==> config.mk <==
export PLATFORM = sky130hd
export DESIGN_NAME = command_packet_deframer_core
export DESIGN_NICKNAME = d
export VERILOG_FILES = /design/src/rtl/core/cpd_pkg.sv /design/src/rtl/core/command_packet_deframer_core.sv /design/src/rtl/core/cpd_front.sv /design/src/rtl/core/cpd_queue.sv /design/src/rtl/core/cpd_back.sv
export SDC_FILE = /design/constraint.sdc
export NUM_CORES = 1
export LEC_CHECK = 0
export BUFFER_PORTS_ARGS = -buffer_cell sky130_fd_sc_hd__buf_2
export CAP_MARGIN = 20
export CORE_UTILIZATION = 63
export DETAILED_ROUTE_END_ITERATION = 7
export PLACE_DENSITY = 0.83
export SLEW_MARGIN = 15
export SYNTH_ARGS = -nofsm -noshare
export SYNTH_HDL_FRONTEND = slang
export SYNTH_SLANG_ARGS = --single-unit
==> constraint.sdc <==
create_clock -name aclk -period 37.6 [get_ports aclk]
set_clock_uncertainty 0.05 [all_clocks]
set_input_delay 7.52 -clock aclk [delete_from_list [all_inputs] [get_ports aclk]]
set_output_delay 7.52 -clock aclk [all_outputs]
set_load 0.005 [all_outputs]
==> src/rtl/core/cpd_pkg.sv <==
// ============================================================================
// cpd_pkg: shared types and constants of the command packet deframer
// Header type codes, record kinds, draw opcodes and the record that moves
// from the parse front end to the output back end.
// ============================================================================
`default_nettype none

package cpd_pkg;

    // Defaults for the top-level parameters
    localparam int OFFSET_BITS_DEF   = 20;
    localparam int CAPTURE_WORDS_DEF = 4;

    // Fixed field widths of the record
    localparam int WORD_W     = 32;
    localparam int PKT_OFS_W  = 20;
    localparam int COUNT_W    = 15;
    localparam int OPCODE_W   = 8;
    localparam int OUT_WORDS  = 4;
    localparam int OUT_DATA_W = 208;

    // Header type, bits 31:30 of a header word
    typedef enum logic [1:0] {
        PKT_TYPE0 = 2'd0,
        PKT_TYPE1 = 2'd1,
        PKT_TYPE2 = 2'd2,
        PKT_TYPE3 = 2'd3
    } pkt_type_t;

    // Kind of an emitted record
    typedef enum logic [1:0] {
        KIND_TYPE0 = 2'd0,
        KIND_TYPE3 = 2'd1,
        KIND_CUT   = 2'd2,
        KIND_HALT  = 2'd3
    } rec_kind_t;

    // Opcodes of interest
    localparam logic [OPCODE_W-1:0] OP_DRAW_INDX      = 8'h2C;
    localparam logic [OPCODE_W-1:0] OP_DRAW_INDX_BIN  = 8'h2D;
    localparam logic [OPCODE_W-1:0] OP_DRAW_INDX_IMM  = 8'h33;
    localparam logic [OPCODE_W-1:0] OP_DRAW_INDX_2    = 8'h36;
    localparam logic [OPCODE_W-1:0] OP_DRAW_INDX_OFS  = 8'h43;

    // Parsed record handed from front to back
    typedef struct packed {
        logic [PKT_OFS_W-1:0]             packet_offset;
        rec_kind_t                        kind;
        logic                             is_type3;
        logic [OPCODE_W-1:0]              opcode;
        logic [COUNT_W-1:0]               data_count;
        logic [OUT_WORDS-1:0][WORD_W-1:0] words;
    } rec_t;

    // Parse status of the front end
    typedef struct packed {
        logic halted;
        logic in_packet;
    } front_status_t;

endpackage

`default_nettype wire

==> src/rtl/core/command_packet_deframer_core.sv <==
// ============================================================================
// command_packet_deframer_core: command buffer packet deframer
// Splits a stream of command dwords into packets and emits one record per
// packet, per packet cut short by buffer end, and per type-1 stop header.
// ============================================================================
// Input channel s_*: one command dword per request, s_tuser marks the first
// dword of a buffer (restarts offset and parse state), s_tlast the last.
// Output channel m_*: one record per finished packet; most dwords produce
// none. Throughput is one dword per cycle while the queue has room: the
// parse front end does a header decode or one capture per dword. A record
// is pushed into a two-entry queue at the accepting edge, moves on into the
// output register once that register is free, and shows on m_tvalid from
// then on. The back end decodes the draw initiator on its way into that
// register.
// When the receiver stalls, the output register holds its record, the queue
// fills, and s_tready drops only once both queue entries are taken.
// Reset (aresetn low at a clock edge) clears the offset, parse state, queue
// and output valid; no clearing pass is needed.
// ============================================================================
`default_nettype none

module command_packet_deframer_core #(
    parameter int OFFSET_BITS   = cpd_pkg::OFFSET_BITS_DEF,
    parameter int CAPTURE_WORDS = cpd_pkg::CAPTURE_WORDS_DEF
) (
    input  wire logic                          aclk,
    input  wire logic                          aresetn,
    input  wire logic                          s_tvalid,
    output logic                               s_tready,
    // [31:0] word
    input  wire logic [31:0]                   s_tdata,
    // [0] first_word
    input  wire logic                          s_tuser,
    input  wire logic                          s_tlast,
    output logic                               m_tvalid,
    input  wire logic                          m_tready,
    // [19:0] packet_offset, [21:20] record_kind, [29:22] opcode,
    // [44:30] data_count, [45] draw_flag, [77:46] data_zero,
    // [109:78] data_one, [141:110] data_two, [173:142] data_three,
    // [179:174] prim_kind, [181:180] source_select, [203:182] index_total
    output logic [cpd_pkg::OUT_DATA_W-1:0]     m_tdata
);
    import cpd_pkg::*;

    logic          s_accept;
    logic          rec_push;
    rec_t          front_rec;
    front_status_t front_st;
    logic          q_room;
    logic          q_valid;
    logic          q_pop;
    rec_t          q_rec;

    assign s_tready = q_room;
    assign s_accept = s_tvalid && s_tready;

    // Parse front end
    cpd_front #(
        .OFFSET_BITS   (OFFSET_BITS),
        .CAPTURE_WORDS (CAPTURE_WORDS)
    ) u_front (
        .aclk       (aclk),
        .aresetn    (aresetn),
        .accept     (s_accept),
        .word       (s_tdata),
        .first_word (s_tuser),
        .last_word  (s_tlast),
        .rec_push   (rec_push),
        .rec        (front_rec),
        .status     (front_st)
    );

    // Record queue
    cpd_queue u_queue (
        .aclk      (aclk),
        .aresetn   (aresetn),
        .push      (rec_push),
        .push_rec  (front_rec),
        .has_room  (q_room),
        .pop       (q_pop),
        .not_empty (q_valid),
        .pop_rec   (q_rec)
    );

    // Output back end
    cpd_back u_back (
        .aclk      (aclk),
        .aresetn   (aresetn),
        .rec_valid (q_valid),
        .rec       (q_rec),
        .rec_pop   (q_pop),
        .m_tvalid  (m_tvalid),
        .m_tready  (m_tready),
        .m_tdata   (m_tdata)
    );

    // Halted and in-packet exclude each other
    a_state_excl: assert property (@(posedge aclk) disable iff (!aresetn)
        !(front_st.halted && front_st.in_packet))
        else $error("parser both halted and inside a packet");

    // Halted parser stays silent until a new buffer starts
    a_halt_silent: assert property (@(posedge aclk) disable iff (!aresetn)
        (s_accept && front_st.halted && !s_tuser) |-> !rec_push)
        else $error("record emitted while halted");

    // A cut-short record only comes with the last dword of a buffer
    a_cut_on_last: assert property (@(posedge aclk) disable iff (!aresetn)
        (rec_push && front_rec.kind == KIND_CUT) |-> s_tlast)
        else $error("cut-short record without buffer end");

    // Type-0 records carry no opcode and no draw flag
    a_type0_plain: assert property (@(posedge aclk) disable iff (!aresetn)
        (m_tvalid && m_tdata[21:20] == KIND_TYPE0) |-> (m_tdata[29:22] == '0 && !m_tdata[45]))
        else $error("type-0 record with opcode or draw flag");

endmodule

`default_nettype wire

==> src/rtl/core/cpd_front.sv <==
// ============================================================================
// cpd_front: header decode and data capture
// Tracks the parse state over the incoming dwords and builds one record
// when a packet ends, is cut short, or a type-1 header halts parsing.
// ============================================================================
`default_nettype none

module cpd_front #(
    parameter int OFFSET_BITS   = 20,
    parameter int CAPTURE_WORDS = 4
) (
    input  wire logic                  aclk,
    input  wire logic                  aresetn,
    input  wire logic                  accept,
    input  wire logic [31:0]           word,
    input  wire logic                  first_word,
    input  wire logic                  last_word,
    output logic                       rec_push,
    output cpd_pkg::rec_t              rec,
    output cpd_pkg::front_status_t     status
);
    import cpd_pkg::*;

    localparam int IDX_W = $clog2(CAPTURE_WORDS + 1);

    logic [OFFSET_BITS-1:0]   position_reg, position_next, pos_base;
    logic                     in_packet_reg, in_packet_next, in_base;
    logic                     halted_reg, halted_next, halt_base;
    logic [COUNT_W-1:0]       words_left_reg, words_left_next, wl_base;
    logic [PKT_OFS_W-1:0]     hdr_offset_reg, hdr_offset_next;
    logic                     hdr_type3_reg, hdr_type3_next;
    logic [OPCODE_W-1:0]      hdr_opcode_reg, hdr_opcode_next;
    logic [COUNT_W-1:0]       hdr_count_reg, hdr_count_next;
    logic [WORD_W-1:0]        cap_reg [CAPTURE_WORDS];
    logic [WORD_W-1:0]        cap_next [CAPTURE_WORDS];
    logic [WORD_W-1:0]        cap_base [CAPTURE_WORDS];
    logic [IDX_W-1:0]         cap_idx_reg, cap_idx_next, idx_base;

    logic [1:0]               hdr_type;
    logic [COUNT_W-1:0]       hdr_cnt;
    logic                     pkt_emit;
    rec_kind_t                pkt_kind;
    logic                     halt_emit;

    assign hdr_type = word[31:30];
    assign hdr_cnt  = COUNT_W'(word[29:16]) + COUNT_W'(1);

    // Parse one dword
    always_comb begin
        // a new buffer restarts the offset and drops any open packet
        pos_base  = first_word ? '0 : position_reg;
        in_base   = first_word ? 1'b0 : in_packet_reg;
        halt_base = first_word ? 1'b0 : halted_reg;
        wl_base   = first_word ? '0 : words_left_reg;
        idx_base  = first_word ? '0 : cap_idx_reg;
        for (int k = 0; k < CAPTURE_WORDS; k++) begin
            cap_base[k] = first_word ? '0 : cap_reg[k];
        end

        in_packet_next  = in_base;
        halted_next     = halt_base;
        words_left_next = wl_base;
        cap_idx_next    = idx_base;
        cap_next        = cap_base;
        hdr_offset_next = hdr_offset_reg;
        hdr_type3_next  = hdr_type3_reg;
        hdr_opcode_next = hdr_opcode_reg;
        hdr_count_next  = hdr_count_reg;
        pkt_emit        = 1'b0;
        pkt_kind        = KIND_TYPE0;
        halt_emit       = 1'b0;

        if (halt_base) begin
            // stopped until the next buffer
        end else if (in_base) begin
            // capture a data dword
            for (int k = 0; k < CAPTURE_WORDS; k++) begin
                if (idx_base == IDX_W'(k)) begin
                    cap_next[k] = word;
                end
            end
            if (idx_base < IDX_W'(CAPTURE_WORDS)) begin
                cap_idx_next = idx_base + IDX_W'(1);
            end
            words_left_next = wl_base - COUNT_W'(1);
            if (words_left_next == '0) begin
                pkt_emit       = 1'b1;
                pkt_kind       = hdr_type3_reg ? KIND_TYPE3 : KIND_TYPE0;
                in_packet_next = 1'b0;
            end
        end else begin
            case (hdr_type)
                PKT_TYPE1: begin
                    halt_emit   = 1'b1;
                    halted_next = 1'b1;
                end
                PKT_TYPE2: begin
                    // filler: skip
                end
                default: begin
                    // open a type 0 or type 3 packet
                    hdr_offset_next = PKT_OFS_W'(pos_base);
                    hdr_type3_next  = (hdr_type == PKT_TYPE3);
                    hdr_opcode_next = (hdr_type == PKT_TYPE3) ? word[15:8] : '0;
                    hdr_count_next  = hdr_cnt;
                    words_left_next = hdr_cnt;
                    for (int k = 0; k < CAPTURE_WORDS; k++) begin
                        cap_next[k] = '0;
                    end
                    cap_idx_next   = '0;
                    in_packet_next = 1'b1;
                end
            endcase
        end

        // buffer end inside a packet cuts it short
        if (last_word && in_packet_next) begin
            pkt_emit        = 1'b1;
            pkt_kind        = KIND_CUT;
            in_packet_next  = 1'b0;
            words_left_next = '0;
        end

        // saturating offset
        position_next = (pos_base != '1) ? pos_base + OFFSET_BITS'(1) : pos_base;
    end

    // Build the record
    always_comb begin
        rec = '0;
        if (halt_emit) begin
            rec.packet_offset = PKT_OFS_W'(pos_base);
            rec.kind          = KIND_HALT;
            rec.data_count    = hdr_cnt;
        end else begin
            rec.packet_offset = hdr_offset_next;
            rec.kind          = pkt_kind;
            rec.is_type3      = hdr_type3_next;
            rec.opcode        = hdr_opcode_next;
            rec.data_count    = hdr_count_next;
            for (int k = 0; k < OUT_WORDS; k++) begin
                if (k < CAPTURE_WORDS) begin
                    rec.words[k] = cap_next[k];
                end
            end
        end
    end

    assign rec_push         = accept && (pkt_emit || halt_emit);
    assign status.halted    = halted_reg;
    assign status.in_packet = in_packet_reg;

    // Control state
    always_ff @(posedge aclk) begin
        if (!aresetn) begin
            position_reg   <= '0;
            in_packet_reg  <= 1'b0;
            halted_reg     <= 1'b0;
            words_left_reg <= '0;
            cap_idx_reg    <= '0;
        end else if (accept) begin
            position_reg   <= position_next;
            in_packet_reg  <= in_packet_next;
            halted_reg     <= halted_next;
            words_left_reg <= words_left_next;
            cap_idx_reg    <= cap_idx_next;
        end
    end

    // Header and captured payload
    always_ff @(posedge aclk) begin
        if (accept) begin
            hdr_offset_reg <= hdr_offset_next;
            hdr_type3_reg  <= hdr_type3_next;
            hdr_opcode_reg <= hdr_opcode_next;
            hdr_count_reg  <= hdr_count_next;
            cap_reg        <= cap_next;
        end
    end

endmodule

`default_nettype wire

==> src/rtl/core/cpd_queue.sv <==
// ============================================================================
// cpd_queue: two-entry record queue
// Decouples the parse front end from the output back end so that each
// side stalls on its own.
// ============================================================================
`default_nettype none

module cpd_queue (
    input  wire logic           aclk,
    input  wire logic           aresetn,
    input  wire logic           push,
    input  cpd_pkg::rec_t       push_rec,
    output logic                has_room,
    input  wire logic           pop,
    output logic                not_empty,
    output cpd_pkg::rec_t       pop_rec
);
    import cpd_pkg::*;

    rec_t        entry_reg [2];
    logic        wr_ptr_reg, wr_ptr_next;
    logic        rd_ptr_reg, rd_ptr_next;
    logic [1:0]  count_reg, count_next;

    assign has_room  = (count_reg != 2'd2);
    assign not_empty = (count_reg != 2'd0);
    assign pop_rec   = entry_reg[rd_ptr_reg];

    // Advance pointers and fill count
    always_comb begin
        wr_ptr_next = push ? ~wr_ptr_reg : wr_ptr_reg;
        rd_ptr_next = pop ? ~rd_ptr_reg : rd_ptr_reg;
        count_next  = count_reg + 2'(push) - 2'(pop);
    end

    always_ff @(posedge aclk) begin
        if (!aresetn) begin
            wr_ptr_reg <= 1'b0;
            rd_ptr_reg <= 1'b0;
            count_reg  <= '0;
        end else begin
            wr_ptr_reg <= wr_ptr_next;
            rd_ptr_reg <= rd_ptr_next;
            count_reg  <= count_next;
        end
    end

    // Store a request
    always_ff @(posedge aclk) begin
        if (push) begin
            entry_reg[wr_ptr_reg] <= push_rec;
        end
    end

endmodule

`default_nettype wire

==> src/rtl/core/cpd_back.sv <==
// ============================================================================
// cpd_back: record decode and output register
// Derives the draw flag and draw initiator fields from a queued record and
// holds the packed result until the receiver takes it.
// ============================================================================
`default_nettype none

module cpd_back (
    input  wire logic                          aclk,
    input  wire logic                          aresetn,
    input  wire logic                          rec_valid,
    input  cpd_pkg::rec_t                      rec,
    output logic                               rec_pop,
    output logic                               m_tvalid,
    input  wire logic                          m_tready,
    output logic [cpd_pkg::OUT_DATA_W-1:0]     m_tdata
);
    import cpd_pkg::*;

    logic                  valid_reg, valid_next;
    logic [OUT_DATA_W-1:0] data_reg, data_next;
    logic [OPCODE_W-1:0]   op;
    logic                  draw;
    logic                  has_init;
    logic [WORD_W-1:0]     init;
    logic                  load;

    // Decode opcode-dependent fields
    always_comb begin
        op       = rec.is_type3 ? rec.opcode : '0;
        draw     = rec.is_type3 && (op inside {OP_DRAW_INDX, OP_DRAW_INDX_BIN,
                                               OP_DRAW_INDX_IMM, OP_DRAW_INDX_2,
                                               OP_DRAW_INDX_OFS});
        has_init = 1'b0;
        init     = '0;
        if (rec.is_type3 && op == OP_DRAW_INDX) begin
            has_init = 1'b1;
            init     = rec.words[1];
        end
        if (rec.is_type3 && op == OP_DRAW_INDX_2) begin
            has_init = 1'b1;
            init     = rec.words[0];
        end
        if (!has_init) begin
            init = '0;
        end
        data_next = {4'b0,
                     init[31:10],
                     init[7:6],
                     init[5:0],
                     rec.words[3],
                     rec.words[2],
                     rec.words[1],
                     rec.words[0],
                     draw,
                     rec.data_count,
                     op,
                     rec.kind,
                     rec.packet_offset};
    end

    // Load when the register is empty or being taken
    assign load       = rec_valid && (!valid_reg || m_tready);
    assign rec_pop    = load;
    assign valid_next = load || (valid_reg && !m_tready);

    always_ff @(posedge aclk) begin
        if (!aresetn) begin
            valid_reg <= 1'b0;
        end else begin
            valid_reg <= valid_next;
        end
    end

    always_ff @(posedge aclk) begin
        if (load) begin
            data_reg <= data_next;
        end
    end

    assign m_tvalid = valid_reg;
    assign m_tdata  = data_reg;

endmodule

`default_nettype wire
==> metrics.md, run 1 <==
| Metric | Value |
|---|---|
| Status | finished clean |
| Die height | 226.0 um |
| Xor/xnor share of the synthesized area | less than 1% |
| Gr usage total | 28.50% |
| Via count of the first global-routing pass | 18,990 |
| Crit path DAT | approximately 12 ns |
| Core area | ~50,000 sq um |
| I/O Buffers | 243 |
| Peak supply drop | 0.1139 mV |
| Prevailing post-synth register cell | edfxtp_1 |
| Synth warnings | 0 |
| Design Power | 2395 uW |
| Final antenna-violating net count | 0 |
| Worst-margin pin slew | 1.206 ns |
| Hold Crit Class | reg2reg |
| IO Count | ~250 |
| Buf/Inv on CP | 5 |
| Post-route setup TNS | 0 ns |
| Number of flops mapped to enable cells by yosys | a little over 700 |
| Post-Synthesis Cell Area | approximately 32,000 sq um |
| Overflow after GRT | 0 |
| Via count | 19,360 |
| Synth Area in Simple Gates | 8.326% |
| Tcrit/Tclk final | about a third |
| Max stage delay cell, worst path | buf_4 |
| Clk Latency, worst-skew pair | 0.61 ns |
| # nets final | 2,399 |
| Int Pwr | 1766 uW |
| Hold_buf cts | 0 |
| Die Width | 226.0 um |
| Largest register FFs | 348 |
| Max Cap Viol | 0 |
| Clock sinks | 770 |
| Post-CTS Setup Repair Bufs | 0 |
| Critical path required time | 37.78 ns |
| Post-CTS sizing | 0 |
| Final Max Tran Viols | 0 |
| Leading area contributor after synthesis | edfxtp_1 |
| Post-synthesis compound-gate area fraction | 9.280% |
| Initial Util | 64.16% |
| Total die area | just over 50,000 sq um |
| Share of cells above drive strength 1 | 25.16% |
| Post-DP HPWL | 44,840 um |
| Clock-pin slew on the worst setup and hold paths | approximately 0.06 ns |
| Asr flop ratio synth | 0% |
| CTS tree | built |
| Initial DRC count | between 1,500 and 2,000 |
| Synth cell types | 75 |
| Switching power | 629.3 uW |
| Yosys top cell area share | 68.79% |
| Setup crit start kind | input pin |
| Slew HR | 19.30% |
| Peak per-stage delay on the critical path | 0.82 ns |
| Worst setup path class | in2reg |
| Rows | between 80 and 90 |
| Hold Fails Final Rpt | 0 |
| Min cycle time layout | between 10 and 15 ns |
| # DRC | 0 |
| Combinational power share | about 18% |
| Synth Register Bits | 770 |
| CTS max path bufs | 3 |
| Switching fraction of total power | 26.27% |
| Largest family of logic cells by synthesized area | compound AO/OA/AOI/OAI gates |
| Ant diodes | 0 |
| First-pass GRT wire length | 108,900 um |
| Clk root buf | clkbuf_16 |
| FILL cells | 3,023 |
| Initial antenna violation count | 1 |
| Post-synthesis mux area share | 6.928% |
| Share of power burned in registers | between 50% and 60% |
| Total leakage power | around 0.012 uW |
| Pin count of the biggest net entering global routing | between 100 and 150 |
| Most frequent CP cell | buf_4 |
| Crit path capture type | register |
| TritonCTS Buffers | 75 |
| Final cell count without fillers | ~3,100 |
| Area share of fa/ha/maj cells after synthesis | 0.4751% |
| Clock share of power | 31.7% |
| Final wirelength | 72,640 um |
| CP Max Fanout | 70 |
| Routed wire per std cell | ~24 um |
| H-tree levels | 3 |
| Fmax | 82.11 MHz |
| Crit-path cells | buf_2 -> buf_4 -> inv_4 -> nand2_1 -> ha_1 -> nor4b_4 -> and4_1 -> nor3b_1 -> nor4b_2 -> and4_4 -> nor3_1 -> nor3b_2 -> buf_4 -> buf_4 |
| GP Congestion | between 0.9 and 1 |
| Pwr Density | around 67 nW/um^2 |
| Vias per inst | 6.300 |
| DP Cell Count | 2,934 |
| Cells after synthesis | between 2,000 and 2,500 |
| Register area share after synthesis | 71.71% |
| Area Overhead vs Synth | 13.70% |
| Top delay family on crit path | buffers and inverters |
| Syn Area/Cell | 14.71 sq um |
| Leading post-synthesis cells by cell area | edfxtp_1 69%, mux2_2 6.7%, a211oi_1 3.1%, dfxtp_1 2.9%, a21oi_1 2.9% |
| Count leader, synth | edfxtp_1 |
| Final setup vio count | 0 |
| RSZ-0062 raised after global routing | false |
| Pre-antenna DRT Iters | 5 |
| Synth cell count leaders | 724 x edfxtp_1, 189 x mux2_2, 180 x a21oi_1 |
## metrics by stage
| step | area (sq um) | hold slack, ns | setup WS [ns] | utilization [%] |
|---|---|---|---|---|
| final | 35930 | 0.4179 | 25.42 | 72.95 |
| after global routing | 35930 | 0.4414 | 25.12 | 72.95 |
| after global placement | 33320 | 0.3956 | 24.86 | 67.65 |
| after floorplan | 31610 | 0.3821 | 14.10 | - |
| after CTS | 35870 | 0.4145 | 25.47 | 72.83 |
| after detailed placement | 33350 | 0.4057 | 24.85 | 67.71 |
## layout by cell type, fill, tap and decap left out, types with 7 or more instances in the layout
master     synthesis  routed
a211oi_1         132     132
a21oi_1          180     180
a22o_1             7       7
a32o_1            30      30
and2_1           142     142
and3_1             7       7
buf_2             28     243
buf_4              4      34
bufinv_16          0       9
clkbuf_1         119       9
clkbuf_16          0      78
clkinv_1           1      19
clkinv_2           0       9
dfxtp_1           46      45
edfxtp_1         724     724
ha_1              12      12
inv_1             18      18
mux2_2           189     189
nand2_1          123     123
nand3_1           36      36
nand4_1           13      13
nor2_1           105     102
nor2b_1           16      16
nor3_1            19      17
o21ai_0           47      45
o22ai_1           10      10
xnor2_1           22      22
xor2_1            12      12
## worst register-to-register path: cells and delay by family (launching register included)
family,cells,cell delay [ns]
buf+inv,2,1.45
fa+ha+maj,1,0.36
simple gates,8,1.84
flops,1,0.40
## area by class of cell
type	instances	area (sq um)	share of cell area, %
Multi-Input combinational cell	1201	8278	23.04
Inverter	20	82.58	0.2298
Tap cell	664	830.8	2.312
Clock buffer	90	2027	5.641
Timing Repair Buffer	281	1556	4.332
Clock inverter	47	491.7	1.368
Sequential cell	770	22670	63.08
## power groups by stage
stage	logic [uW]	registers [uW]	clock network (uW)
floorplan	256	1260	0
global placement	423	1210	0
detailed placement	432	1220	0
CTS	437	1200	768
global route	470	1210	800
finish	437	1200	759
## metal layers
layer,vias to the layer above,GRT usage (%),routed length (um)
met3,150,6.063,6633
met2,1071,45.16,34780
met5,-,0,0
met4,0,12.44,2585
met1,9551,38.35,28640
li1,8588,-,-
## cell families after synthesis
kind of cell / Yosys count
AO/OA/AOI/OAI: 452
multiplexers: 195
AND/OR/NAND/NOR: 504
flip-flops: 770
other: 1
adder cells (fa/ha/maj): 12
buffers and inverters: 180
XOR/XNOR: 34
## path summary, 6_finish.rpt
| path | start | to | slack [ns] | cells past startpoint |
|---|---|---|---|---|
| worst min-delay path | u_front.cap_idx_reg[1]$_SDFFE_PN0P_ | u_front.cap_idx_reg[1]$_SDFFE_PN0P_ | 0.42 | 2 |
| worst min register to register | u_front.cap_idx_reg[1]$_SDFFE_PN0P_ | u_front.cap_idx_reg[1]$_SDFFE_PN0P_ | 0.42 | 2 |
| worst max register to register | u_front.words_left_reg[1]$_SDFFE_PN0P_ | u_queue.entry_reg[1][56]$_DFFE_PP_ | 33.09 | 11 |
| worst max-delay path | s_tuser | u_queue.entry_reg[1][56]$_DFFE_PP_ | 25.42 | 14 |
No activity file was read; power rests on OpenSTA's default activity.
==> run 2: changes to the inputs <==
- CORE_UTILIZATION: 63 -> 60
- PLACE_DENSITY: 0.83 -> 0.8
- clock period: 37.6 -> 12.7 ns (I/O delays scaled with it)
==> metrics.md, run 2 (synthesized netlist as in run 1, its figures left out) <==
| Metric | Value |
|---|---|
| Worst r2r src | u_front.words_left_reg[0]$_SDFFE_PN0P_ |
| Multi-input gate area | 8287 sq um |
| Slew HR | 23.45% |
| Total die area | 53,590 sq um |
| Min cycle time layout | 6.749 ns |
| Crit path capture type | register |
| First-pass GRT wire length | between 100,000 and 150,000 um |
| Clock-pin slew on the worst setup and hold paths | around 0.060 ns |
| Crit-path cells | buf_2 -> buf_4 -> inv_4 -> nand2_1 -> ha_1 -> nor4b_4 -> and4_1 -> nor3b_1 -> nor4b_2 -> and4_4 -> nor3_1 -> nor3b_4 -> buf_12 |
| Largest register FFs | 348 |
| Initial antenna violation count | 1 |
| FILL cells | 3,375 |
| Final antenna-violating net count | 0 |
| Initial Util | between 60% and 70% |
| Overflow after GRT | 0 |
| Most frequent cells in the layout | 724 x edfxtp_1, 243 x buf_2, 189 x mux2_2 |
| Hold Fails Final Rpt | 0 |
| Buf/Inv on CP | 4 |
| H-tree levels | 3 |
| Hold Crit Class | reg2reg |
| Status | finished clean |
| Hold depth | 2 |
| R2R depth | 10 |
| Max stage delay cell, worst path | buf_12 |
| Die height | 231.5 um |
| Rows | 83 |
| Pwr Density | approximately 200 nW/um^2 |
| Tcrit/Tclk final | 53.14% |
| Critical path required time | ~13 ns |
| Vias per inst | 6.236 |
| Hold_buf cts | 0 |
| Gr usage total | a little over a quarter |
| Via count | 19,220 |
| Setup slack at placement | ~5.4 ns |
| RR Endpoint | u_queue.entry_reg[1][108]$_DFFE_PP_ |
| RSZ-0062 raised after global routing | false |
| Clock sinks | 770 |
| # DRC | 0 |
| Share of cells above drive strength 1 | about 25% |
| Final setup vio count | 0 |
| Via count of the first global-routing pass | 18,560 |
| Ant diodes | 0 |
| Hold EP | u_front.cap_idx_reg[1]$_SDFFE_PN0P_ |
| Post-CTS sizing | 0 |
| Worst-margin pin slew | 1.144 ns |
| Worst R2R Setup Slack | approximately 8.6 ns |
| CTS max path bufs | 3 |
| TritonCTS Buffers | 76 |
| Fmax | 148.2 MHz |
| Pin count of the biggest net entering global routing | 175 |
| Post-DP HPWL | 45,070 um |
| Total leakage power | 0.01246 uW |
| Final wirelength | 73,370 um |
| Top delay family on crit path | simple AND/OR/NAND/NOR gates |
| Peak per-stage delay on the critical path | 0.74 ns |
| # nets final | between 2,000 and 2,500 |
| Routed wire per std cell | between 20 and 25 um |
| Worst setup path class | in2reg |
| Area Overhead vs Synth | 13.57% |
| Initial DRC count | 2,051 |
| Clk root buf | clkbuf_16 |
| Crit path DAT | 6.92 ns |
| Post-CTS Setup Repair Bufs | 0 |
| Peak supply drop | about 0.16 mV |
| Clk Latency, worst-skew pair | between 0.6 and 0.7 ns |
| Final WS setup | about 6 ns |
| Register cell area after layout | 22,670 sq um |
| Final Max Tran Viols | 0 |
| Commonest non-fill, non-tap cell in the layout | edfxtp_1 |
| Max Cap Viol | 0 |
| CP Max Fanout | about 170 |
| IO Count | 248 |
| Setup crit start kind | input pin |
| I/O Buffers | approximately 240 |
| Hold Crit Start | u_front.cap_idx_reg[1]$_SDFFE_PN0P_ |
| Core area | 51,720 sq um |
| CTS tree | built |
| Pre-antenna DRT Iters | 6 |
| Post-route setup TNS | 0 ns |
| GP Congestion | 0.9517 |
| Die Width | 231.5 um |
==> run 2: cell count changes in the layout (fill, tap and decap cells not counted), sizes merged <==
cell      before  now
inv           22   24
clkinv        32   30
buf          281  274
bufinv         9   10
clkinvlp       4    0
clkbuf        90   93
==> run 2: metal layers <==
metal  up-vias  global-route usage, %  part of all wire (%)
met2       970                  43.58                    48
li1       8586                      -                     -
met4         0                  9.168                   2.8
met1      9541                  37.77                    40
met3       121                  5.217                   8.7
met5         -                      0                     0
==> run 2: how the worst max path moves through the flow <==
stage                        from                                   to  slack [ns]  depth (start not counted)
after floorplan           s_tuser    u_queue.entry_reg[1][0]$_DFFE_PP_        0.36                         15
after global placement    s_tuser  u_queue.entry_reg[1][142]$_DFFE_PP_        5.49                         13
after detailed placement  s_tuser  u_queue.entry_reg[1][153]$_DFFE_PP_        5.43                         13
after CTS                 s_tuser  u_queue.entry_reg[1][111]$_DFFE_PP_        6.07                         13
after global routing      s_tuser  u_queue.entry_reg[1][119]$_DFFE_PP_        5.74                         13
final                     s_tuser  u_queue.entry_reg[1][108]$_DFFE_PP_        5.95                         13
==> run 2: worst register-to-register path: stages, from the launching register on <==
cell     delay, ns
dfxtp_1       0.41
nand2_1       0.13
ha_1          0.38
nor4b_4       0.36
and4_1        0.28
nor3b_1       0.07
nor4b_2       0.34
and4_4        0.37
nor3_1        0.15
nor3b_4       0.24
buf_12        0.74
==> run 2: power by group <==
part           switching, uW  internal [uW]  total (uW)
clock                    930           1340        2270
combinational            788            498        1290
sequential               163           3410        3570
==> run 2: per-stage QoR <==
step | cell area [sq um] | util, % | power, uW | hold slack (ns) | instances
3_5_place_dp | 33370 | 64.52 | 4902 | 0.4217 | 2945
4_1_cts | 35880 | 69.39 | 7176 | 0.4311 | 3081
6_report | 35890 | 69.40 | 7128 | 0.4303 | 3082
5_1_grt | 35890 | 69.40 | 7392 | 0.4552 | 3082
3_3_place_gp | 33350 | 64.49 | 4855 | 0.3908 | 2944
2_1_floorplan | 31630 | - | 4429 | 0.3821 | 2151
==> run 2: final cells by class <==
type	instances	share of cell area, %
clock inverters	44	1.363
repair buffers	275	4.148
well taps	680	2.370
multi-input cells	1201	23.09
flip-flops and latches	770	63.15
clock buffers	92	5.644
inverters	20	0.2370
==> run 3: changes to the inputs <==
- ABC_AREA: not set -> 1
- clock period: 12.7 -> 7 ns (I/O delays scaled with it)
==> metrics.md, run 3 <==
| Metric | Value |
|---|---|
| Die height | 233.6 um |
| Pwr Density | between 300 and 400 nW/um^2 |
| FILL cells | 3,697 |
| Buf/Inv on CP | 4 |
| Peak supply drop | 0.6274 mV |
| Min cycle time layout | 5.198 ns |
| Overflow after GRT | 0 |
| Critical path required time | 7.21 ns |
| Via count | 22,040 |
| Worst-margin pin slew | 1.127 ns |
| Commonest non-fill, non-tap cell in the layout | nand2_1 |
| Failing checks | DRC |
| Yosys top cell area share | 67.57% |
| Cells after synthesis | around 2,800 |
| Crit-path cells | buf_2 -> inv_6 -> buf_4 -> nand2_4 -> nand2_2 -> nor2_2 -> nand3_1 -> nand2_1 -> nor2_1 -> nand3_1 -> nor2_1 -> nand2_2 -> o211ai_1 -> nand2_1 -> nor2_4 -> buf_4 |
| Clock share of power | 29.4% |
| H-tree levels | 3 |
| Int Pwr | between 9000 and 10,000 uW |
| Initial antenna violation count | 1 |
| Post-DP HPWL | 48,560 um |
| Most frequent cells in the layout | 956 x nand2_1, 724 x edfxtp_1, 243 x buf_2 |
| Crit. Startpoint | s_tuser |
| Post-Synthesis Cell Area | 32,170 sq um |
| Register area share after synthesis | 70.43% |
| Total die area | 54,550 sq um |
| R2R depth | 11 |
| CP Max Fanout | 99 |
| Tcrit/Tclk final | around 74% |
| Total stage count of the critical path | 16 |
| CTS tree | built |
| Worst setup path class | in2reg |
| Largest register FFs | 348 |
| Clock-pin slew on the worst setup and hold paths | 0.06 ns |
| Leading area contributor after synthesis | edfxtp_1 |
| RSZ-0062 raised after global routing | false |
| Synth cell types | 54 |
| Post-CTS Setup Repair Bufs | 0 |
| Switching fraction of total power | 29.14% |
| Final wirelength | 76,730 um |
| IO Count | 248 |
| # nets final | 3,013 |
| TritonCTS Buffers | 76 |
| First-pass GRT wire length | ~120,000 um |
| Core area | 52,760 sq um |
| Rows | 84 |
| Die Width | 233.6 um |
| Setup crit start kind | input pin |
| Initial DRC count | 2,598 |
| Top delay family on crit path | buffers and inverters |
| Hold_buf cts | 0 |
| Crit path capture type | register |
| Hold Crit Class | reg2reg |
| Hold Crit Start | u_queue.rd_ptr_reg$_SDFFE_PN0P_ |
| CTS max path bufs | 3 |
| Max stage delay cell, worst path | buf_4 |
| Vias per inst | roughly 6 |
| # DRC | 40 |
| Post-route setup TNS | 0 ns |
| Share of power burned in registers | between 50% and 60% |
| Design Power | 13,430 uW |
| Via count of the first global-routing pass | 20,850 |
| Total leakage power | 0.01409 uW |
| Prevailing post-synth register cell | edfxtp_1 |
| Post-CTS sizing | 0 |
| Clk root buf | clkbuf_16 |
| I/O Buffers | 243 |
| Number of flops mapped to enable cells by yosys | 724 |
| Max Cap Viol | 0 |
| Area Overhead vs Synth | 12.99% |
| Final antenna-violating net count | 0 |
| GP Congestion | between 0.8 and 0.9 |
| Final setup vio count | 0 |
| Synth Register Bits | 770 |
| Leading post-synthesis cells by cell area | edfxtp_1 68%, nand2_1 11%, a221oi_1 3.5%, dfxtp_1 2.9%, and2_1 2.5% |
| Asr flop ratio synth | 0% |
| Fmax | 192.4 MHz |
| Status | finished with violations |
| Slew HR | approximately 25% |
| Crit path DAT | 5.41 ns |
| Clock sinks | 770 |
| Pin count of the biggest net entering global routing | 146 |
| Combinational power share | 20.2% |
| DP Cell Count | 3,573 |
| Synth warnings | 0 |
| Final cell count without fillers | 3,710 |
| Count leader, synth | nand2_1 |
| Syn Area/Cell | 11.59 sq um |
| Hold depth | 1 |
| Core Util, Final | 68.90% |
| Synth cell count leaders | 958 x nand2_1, 724 x edfxtp_1, 129 x a221oi_1, 129 x and2_1, 128 x clkbuf_1 |
| Peak per-stage delay on the critical path | 0.72 ns |
| Share of cells above drive strength 1 | ~15% |
| Hold Fails Final Rpt | 0 |
| Routed wire per std cell | between 20 and 25 um |
| Initial Util | 60.98% |
| Pre-antenna DRT Iters | 8 |
| Final Max Tran Viols | 0 |
| Switching power | 3914 uW |
| Gr usage total | 28.23% |
| Clk Latency, worst-skew pair | ~0.63 ns |
| Ant diodes | 0 |
## run 3: cell types whose count changed after synthesis, moves of 13 or more
cell      before  now
inv_1         18   96
buf_2         28   15
o21ai_0       47  120
a32o_1        30    0
nand2_1      123  958
and2_1       142  129
a221oi_1       0  129
a211oi_1     132    3
mux2_2       189    0
nor2b_1       16    0
a21oi_1      180   50
nor3_1        19   46
xnor2_1       22    1
## run 3: cell families (layout without fill, tap and decap cells)
kind of cell	Yosys count	after routing	share of synthesized area, %
multiplexers	1	1	0.03111
AO/OA/AOI/OAI	357	357	7.377
flip-flops	770	770	70.43
other	1	4	0.01166
AND/OR/NAND/NOR	1350	1350	17.93
buffers and inverters	271	515	3.395
XOR/XNOR	13	13	0.3539
adder cells (fa/ha/maj)	12	12	0.4666
## run 3: stage by stage
stage          hold slack [ns]  setup WS (ns)  area, sq um
5_1_grt                 0.4365          1.475        36350
3_3_place_gp            0.3762          1.262        33920
6_report                0.4153          1.802        36350
4_1_cts                 0.4153          1.847        36350
2_1_floorplan           0.3758        0.01778        32200
3_5_place_dp            0.4031          1.199        33930
## run 3: layout make-up
class	instances	area [sq um]	share of cell area, %
Inverter	105	424.2	1.167
Clock buffer	102	2115	5.817
Multi-Input combinational cell	1737	8484	23.34
Tap cell	688	860.8	2.368
Timing Repair Buffer	273	1499	4.123
Sequential cell	770	22670	62.35
Clock inverter	35	305.3	0.8398
## run 3: worst paths after layout
path	to	slack, ns
max	u_queue.entry_reg[0][120]$_DFFE_PP_	1.80
min	register	0.42
max reg2reg	u_back.m_tdata[176]$_SDFFCE_PN0P_	3.28
min reg2reg	register	0.42
## run 3: power groups by stage
stage               registers, uW  logic, uW  clock network [uW]
global route                 6850       3020                4180
floorplan                    6940       1470                   0
global placement             6830       2610                   0
finish                       6760       2710                3960
CTS                          6780       2720                4010
detailed placement           6860       2700                   0
## run 3: layer usage
layer / part of all wire [%] / routed length (um) / up-vias / GRT usage [%]
met2: 48 / 36500 / 1175 / 44.57
met3: 9.0 / 6944 / 162 / 4.846
met5: 0.010 / 8 / - / 0
met1: 40 / 30950 / 10580 / 39.49
li1: - / - / 10120 / -
met4: 3.0 / 2326 / 2 / 10.59
